`src/design/dorq_pkg.sv`:
```
// ----------------------------------------------------------------------------
// dorq_pkg
// types and codes shared by the deadline ordered ready queue
// ----------------------------------------------------------------------------
package dorq_pkg;

	localparam logic [1:0] OP_INSERT  = 2'd0;
	localparam logic [1:0] OP_EXTRACT = 2'd1;
	localparam logic [1:0] OP_REMOVE  = 2'd2;
	localparam logic [1:0] OP_NONE    = 2'd3;

	localparam logic [2:0] ST_OK        = 3'd0;
	localparam logic [2:0] ST_FULL      = 3'd1;
	localparam logic [2:0] ST_EMPTY     = 3'd2;
	localparam logic [2:0] ST_IDLE      = 3'd3;
	localparam logic [2:0] ST_NOT_FOUND = 3'd4;

	localparam logic [31:0] IDLE_DEADLINE = 32'hFFFF_FFFF;

	typedef struct packed {
		logic [1:0]  op;
		logic [7:0]  task_tag;
		logic [31:0] deadline;
		logic [15:0] task_count;
		logic [7:0]  message_tag;
	} cmd_t;

	typedef struct packed {
		logic [2:0]  status;
		logic [7:0]  out_task_tag;
		logic [31:0] out_deadline;
		logic [15:0] out_task_count;
		logic [7:0]  out_message_tag;
	} rsp_t;

	typedef struct packed {
		logic [31:0] deadline;
		logic [7:0]  task_tag;
		logic [15:0] task_count;
		logic [7:0]  message_tag;
	} entry_t;

endpackage

```
`src/design/deadline_ordered_ready_queue.sv`:
```
// ----------------------------------------------------------------------------
// deadline_ordered_ready_queue
// sorted ready queue for earliest-deadline-first scheduling, held in one ram
// ----------------------------------------------------------------------------
// A command is taken when start is high and busy is low. Insert, extract and
// remove each return one result on rsp, marked by done for one cycle; the
// receiver cannot stall it.
// The entries live in one single-port synchronous ram kept sorted by deadline.
// Insert, extract and remove walk the queue entry by entry via the ram port:
// insert scans from the tail, moving larger deadlines up by one until it finds
// its slot; extract and remove find the entry and then shift the rest down.
// Busy is high throughout a command and during the done cycle, so a new
// command can be taken in the cycle after done, and one command is in flight
// at a time.
// Reset empties the queue at once; ram contents need no clearing, since only
// entries below the occupancy held at the start of a command are read.
// ----------------------------------------------------------------------------
module deadline_ordered_ready_queue #(
	parameter int QUEUE_DEPTH = 16
) (
	input  logic            clk,
	input  logic            arst_n,
	input  logic            start,
	output logic            busy,
	input  dorq_pkg::cmd_t  cmd,
	output logic            done,
	output dorq_pkg::rsp_t  rsp
);

	localparam int AW = (QUEUE_DEPTH > 1) ? $clog2(QUEUE_DEPTH) : 1;
	localparam int CW = $clog2(QUEUE_DEPTH + 1);

	localparam logic [2:0] S_IDLE  = 3'd0;
	localparam logic [2:0] S_RD    = 3'd1;
	localparam logic [2:0] S_CHK   = 3'd2;
	localparam logic [2:0] S_SHRD  = 3'd3;
	localparam logic [2:0] S_SHWR  = 3'd4;
	localparam logic [2:0] S_DONE  = 3'd5;

	dorq_pkg::entry_t mem [QUEUE_DEPTH];
	dorq_pkg::entry_t rdata_q;

	logic [2:0]    state_q;
	logic [CW-1:0] occ_q;
	logic [CW-1:0] idx_q;
	dorq_pkg::cmd_t cmd_q;
	dorq_pkg::rsp_t rsp_q;
	logic          done_q;

	logic          we, re;
	logic [AW-1:0] waddr, raddr;
	dorq_pkg::entry_t wdata;
	dorq_pkg::entry_t new_e;

	function automatic dorq_pkg::rsp_t status_only(logic [2:0] s);
		status_only = '0;
		status_only.status = s;
	endfunction

	assign new_e = '{deadline: cmd_q.deadline, task_tag: cmd_q.task_tag,
		task_count: cmd_q.task_count, message_tag: cmd_q.message_tag};

	always_ff @(posedge clk) begin
		if (we)
			mem[waddr] <= wdata;
		if (re)
			rdata_q <= mem[raddr];
	end

	// insert: idx_q counts down, reading idx_q-1 and writing it at idx_q
	// extract/remove: idx_q scans up in S_RD/S_CHK, then shifts down
	always_comb begin
		we = 1'b0;
		re = 1'b0;
		waddr = idx_q[AW-1:0];
		raddr = idx_q[AW-1:0];
		wdata = rdata_q;
		unique case (state_q)
			S_RD: begin
				re = 1'b1;
				if (cmd_q.op == dorq_pkg::OP_INSERT)
					raddr = AW'(idx_q - CW'(1));
			end
			S_CHK: begin
				if (cmd_q.op == dorq_pkg::OP_INSERT) begin
					we = 1'b1;
					if (rdata_q.deadline > cmd_q.deadline) wdata = rdata_q;
					else wdata = new_e;
				end
			end
			S_SHRD: begin
				re = 1'b1;
				raddr = AW'(idx_q + CW'(1));
			end
			S_SHWR: begin
				we = 1'b1;
			end
			S_DONE: begin
				if (cmd_q.op == dorq_pkg::OP_INSERT && idx_q == '0 &&
						rsp_q.status == dorq_pkg::ST_OK) begin
					we = 1'b1;
					wdata = new_e;
				end
			end
			default: ;
		endcase
	end

	always_ff @(posedge clk or negedge arst_n) begin
		if (!arst_n) begin
			state_q <= S_IDLE;
			occ_q <= '0;
			idx_q <= '0;
			done_q <= 1'b0;
			cmd_q <= '0;
			rsp_q <= '0;
		end else begin
			done_q <= (state_q == S_DONE);
			unique case (state_q)
				S_IDLE: begin
					if (start && !done_q) begin
						cmd_q <= cmd;
						unique case (cmd.op)
							dorq_pkg::OP_INSERT: begin
								idx_q <= occ_q;
								if (occ_q == CW'(QUEUE_DEPTH)) begin
									rsp_q <= status_only(dorq_pkg::ST_FULL);
									state_q <= S_DONE;
								end else begin
									rsp_q <= status_only(dorq_pkg::ST_OK);
									occ_q <= occ_q + CW'(1);
									state_q <= (occ_q != '0) ? S_RD : S_DONE;
								end
							end
							dorq_pkg::OP_EXTRACT: begin
								idx_q <= '0;
								if (occ_q == '0) begin
									rsp_q <= status_only(dorq_pkg::ST_EMPTY);
									state_q <= S_DONE;
								end else begin
									rsp_q <= status_only(dorq_pkg::ST_OK);
									state_q <= S_RD;
								end
							end
							dorq_pkg::OP_REMOVE: begin
								idx_q <= '0;
								if (occ_q == '0) begin
									rsp_q <= status_only(dorq_pkg::ST_NOT_FOUND);
									state_q <= S_DONE;
								end else begin
									rsp_q <= status_only(dorq_pkg::ST_OK);
									state_q <= S_RD;
								end
							end
							default: begin
								idx_q <= '0;
								rsp_q <= status_only(dorq_pkg::ST_OK);
								state_q <= S_DONE;
							end
						endcase
					end
				end
				S_RD: state_q <= S_CHK;
				S_CHK: begin
					if (cmd_q.op == dorq_pkg::OP_INSERT) begin
						if (rdata_q.deadline > cmd_q.deadline) begin
							idx_q <= idx_q - CW'(1);
							state_q <= (idx_q == CW'(1)) ? S_DONE : S_RD;
						end else
							state_q <= S_DONE;
					end else if (cmd_q.op == dorq_pkg::OP_EXTRACT &&
							rdata_q.deadline == dorq_pkg::IDLE_DEADLINE) begin
						rsp_q.status <= dorq_pkg::ST_IDLE;
						state_q <= S_DONE;
					end else if (cmd_q.op == dorq_pkg::OP_EXTRACT ||
							rdata_q.task_tag == cmd_q.task_tag) begin
						rsp_q <= '{status: dorq_pkg::ST_OK,
							out_task_tag: rdata_q.task_tag,
							out_deadline: rdata_q.deadline,
							out_task_count: rdata_q.task_count,
							out_message_tag: rdata_q.message_tag};
						occ_q <= occ_q - CW'(1);
						state_q <= (idx_q + CW'(1) < occ_q) ? S_SHRD : S_DONE;
					end else if (idx_q + CW'(1) < occ_q) begin
						idx_q <= idx_q + CW'(1);
						state_q <= S_RD;
					end else begin
						rsp_q.status <= dorq_pkg::ST_NOT_FOUND;
						state_q <= S_DONE;
					end
				end
				S_SHRD: state_q <= S_SHWR;
				S_SHWR: begin
					idx_q <= idx_q + CW'(1);
					state_q <= (idx_q + CW'(2) < occ_q + CW'(1)) ? S_SHRD : S_DONE;
				end
				S_DONE: begin
					state_q <= S_IDLE;
				end
				default: state_q <= S_IDLE;
			endcase
		end
	end

	// the insert position write also happens in S_CHK when an entry with an equal
	// or smaller deadline stops the scan; in S_DONE only when the scan ran to index zero or the queue was empty
	assign busy = (state_q != S_IDLE) || done_q;
	assign done = done_q;
	assign rsp = rsp_q;

	property occ_bound;
		@(posedge clk) disable iff (!arst_n) occ_q <= CW'(QUEUE_DEPTH);
	endproperty
	assert property (occ_bound) else $error("occupancy above depth");

	assert property (@(posedge clk) disable iff (!arst_n)
		(state_q == S_DONE) |=> done_q)
		else $error("done missing after completion");

	assert property (@(posedge clk) disable iff (!arst_n)
		done_q |-> state_q == S_IDLE)
		else $error("done outside idle");

	assert property (@(posedge clk) disable iff (!arst_n)
		(start && !busy) |=> busy)
		else $error("busy not raised on accepted transaction");

endmodule
```
`config.mk`:
```
export PLATFORM = sky130hd
export DESIGN_NAME = deadline_ordered_ready_queue
export DESIGN_NICKNAME = d
export VERILOG_FILES = /design/src/design/dorq_pkg.sv /design/src/design/deadline_ordered_ready_queue.sv
export SDC_FILE = /design/constraint.sdc
export NUM_CORES = 1
export LEC_CHECK = 0
export BUFFER_PORTS_ARGS = -buffer_cell sky130_fd_sc_hd__buf_2
export CAP_MARGIN = 20
export CORE_MARGIN = 4
export CORE_UTILIZATION = 60
export DETAILED_ROUTE_END_ITERATION = 16
export GPL_TIMING_DRIVEN = 0
export PLACE_DENSITY = 0.77
export SETUP_SLACK_MARGIN = 0.05
export SYNTH_ARGS = -nofsm -noshare
export SYNTH_HDL_FRONTEND = slang
export SYNTH_SLANG_ARGS = --single-unit
```
`constraint.sdc`:
```
create_clock -name clk -period 5.5 [get_ports clk]
set_clock_uncertainty 0.1 [all_clocks]
set_input_delay 0.275 -clock clk [delete_from_list [all_inputs] [get_ports clk]]
set_output_delay 0.275 -clock clk [all_outputs]
set_load 0.01 [all_outputs]
```
==> impl_metrics.yaml <==
sta:
  hold_violations: 0
  rsz0062_at_grt: "false"
  slew_violations: 0
  tightestPinTransition_ps: 1230
  min_period_ps: 4850
  min_period_over_period: 0.881
  relSlewSlack: 0.183
  setup_viol: 0
  fmax_mhz: 206
critical_path:
  required_ps: 5990
  regToRegSetupSlack_ps: 650
  critPathLaunch: "rdata_q[33]"
  ff2ff_path_depth: 9
  crit_arrival_ps: 5340
  crit_fanout: 10
  worstSetupPathType: "reg -> reg"
  r2r-end: "rsp[61]"
  startpoint_type: "flop"
  cp-end-kind: "flop"
  rr_startpoint: "rdata_q[33]"
  crit_end: "rsp[61]"
clock_tree:
  cts_buffers: 117
  path_clk_slew_ps: 60
  postCtsSetupRepairBufs: 0
  insertion_delay_ps: 700
  clk_path_buf_depth: 3
  tritoncts: "yes"
  cts_root_buffer: "clkbuf_16"
  htreeDepth: 3
  cts.sinks: 1235
power_and_ir_drop:
  irDropWorstVdd_mv: 0.436
  power_density_nw_per_um2: 640
  leakage_nw: 19.5
  p_total_mw: 36.1
floorplanning:
  die_h_um: 292
  start_util: 0.605
  die-area_sq_um: 85500
  core_area_sq_um: 80300
  std_cell_rows: 104
  die_x_um: 292
  pin_count: 138
cells_and_area:
  multi_input_area_sq_um: 11600
  nNetsFinal: 2989
  drive_gt1_frac: 0.273
  syn2layout_area_growth_pct: 16.3
  n_fill_cell: 4560
  final_area_sq_um: 56400
  ff_latch_area_sq_um: 36300
logic_synthesis:
  yosysTopAreaCell: "edfxtp_1"
  syn-num-nets: 2613
  avgSynthCellArea_sq_um: 19.5
  synth-seq-cells: 1235
  synth_seq_area_share: 0.749
  ys.flop_type: "edfxtp_1"
  synth_top_cells_by_area: "edfxtp_1, mux4_2, dfrtp_1, mux2_2, a22oi_1"
  synth_cells: 2490
  synthArstFlopShare: 0.119
  synth_cell_type_count: 53
  yosysWarnings: 0
  syn_area_sq_um: 48500
  synth_edf_count: 1088
  synth.top_cell.area_share: 0.673
worst_hold_path:
  hp-class: "in -> async"
routing:
  ant_nets: 0
  vias_per_cell: 6.82
  drtPass1Iterations: 9
  num_vias: 27500
  wire_per_inst_um: 32.7
  drc_errors: 0
  drt_iter0_drc: 4204
  postRouteWirelength_um: 132000
grt:
  gr-total-overflow: 0
  grt_use_total: 0.309
  grt_max_degree: 89
  antenna_found_initial: 4
  grt_pass1_vias: 28100
  grt_first_pass_wirelength_um: 191000
placed_design:
  routabilityCongestion: 0.859
  placed_area_sq_um: 51700
  io_buffers: 137
  hpwl_um: 80400
run:
  cap_violations: 0
outcome:
  outcome: "completed"
stage by stage:
| step | hold WS [ps] | worst slack, ps | std cells | TNS (ps) | utilization |
|---|---|---|---|---|---|
| global placement | 365 | -3530 | 3687 | -3387690 | 0.630 |
| global route | 123 | 580 | 4032 | 0 | 0.703 |
| CTS | 60.2 | 779 | 4030 | 0 | 0.703 |
| floorplan | -121 | 635 | 2490 | 0 | - |
| detailed placement | 206 | 912 | 3739 | 0 | 0.644 |
| finish | 44.5 | 652 | 4035 | 0 | 0.703 |
area by class of cell:
class,count,area share
Antenna cell,4,0.000177
Buffer,125,0.0100
Clock buffer,159,0.0576
Clock inverter,65,0.0139
Inverter,45,0.00304
Multi-Input combinational cell,1085,0.205
Sequential cell,1235,0.644
Tap cell,1060,0.0235
Timing Repair Buffer,257,0.0424
worst min-delay path by stage:
stage | endpoint
finish | cmd_q[30]
global route | cmd_q[30]
CTS | cmd_q[30]
detailed placement | cmd_q[30]
global placement | rsp[60]
floorplan | cmd_q[0]
where the power goes:
group,switching [mW],internal (mW)
Combinational,8.47,5.15
Clock,3.48,4.90
Sequential,0.973,13.1
cell families (layout without fill, tap and decap cells):
logic type / count (synthesis) / in the layout / synth area share
compound gates: 278 / 278 / 0.0382
mux: 392 / 392 / 0.150
simple gates: 335 / 335 / 0.0290
xor+xnor: 26 / 26 / 0.00469
fa+ha+maj: 54 / 54 / 0.0139
other cells: 0 / 4 / 0
buf+inv: 170 / 651 / 0.0151
flops: 1235 / 1235 / 0.749
Yosys cell counts, drive strengths merged, types with 3 or more instances:
cell	instances
mux2	131
nor2	36
nor4	5
nand2	230
inv	45
nor3	9
o31ai	3
dfrtp	147
a211oi	3
a221oi	4
o211ai	5
buf	47
a2bb2oi	3
nand4	19
and3	3
and2	3
a22oi	129
clkbuf	78
a21o	3
or2	3
xnor2	16
mux4	256
a21oi	29
ha	54
xor2	10
nand2b	6
edfxtp	1088
o21ai	79
a31oi	4
mux2i	5
o21a	3
nand3	15
worst max-delay path, stage by stage, from the launching register on:
cell      delay [ps]
edfxtp_1         580
nand4_1          290
nor3_1           420
nand4_1          340
nand2_1          620
clkbuf_1         430
clkbuf_1         950
clkbuf_1         700
nand2_1          140
o21ai_0          140
what timing repair did:
action / in CTS / in global routing
endpoints found under the hold margin: 127 / 0
hold buffers: 67 / 0
gates resized for setup: 0 / 0
registers in the layout (all words and copies together) (netlist names):
| register | count |
|---|---|
| idx_q | 5 |
| rdata_q | 64 |
| occ_q | 5 |
| rsp | 67 |
| state_q | 3 |
| cmd_q | 66 |
| done | 1 |
| mem | 1024 |
metal layers:
metal,GRT usage,up-vias,share of wire
met5,0,-,0.000099
met4,0.143,2,0.054
met3,0.0819,413,0.13
met2,0.488,2172,0.48
met1,0.410,14100,0.34
li1,-,10800,-
cells in the final DEF, fill, tap and decap left out, types with 7 or more instances in the layout:
cell type	n
clkinv_1	20
buf_1	9
clkbuf_1	106
bufinv_16	16
o21ai_0	79
nand3_1	15
nor2_1	16
nand2_1	230
mux4_2	256
buf_12	42
xnor2_1	16
nor3_1	9
clkinv_2	19
a21oi_1	29
inv_1	44
dfrtp_1	147
dlygate4sd3_1	67
nor2_4	16
edfxtp_1	1088
ha_1	54
nand4_1	19
clkbuf_16	119
a22oi_1	129
xor2_1	10
mux2_2	126
buf_2	166
clkbuf_8	12
buf_6	7
No activity file was read; power rests on OpenSTA's default activity.
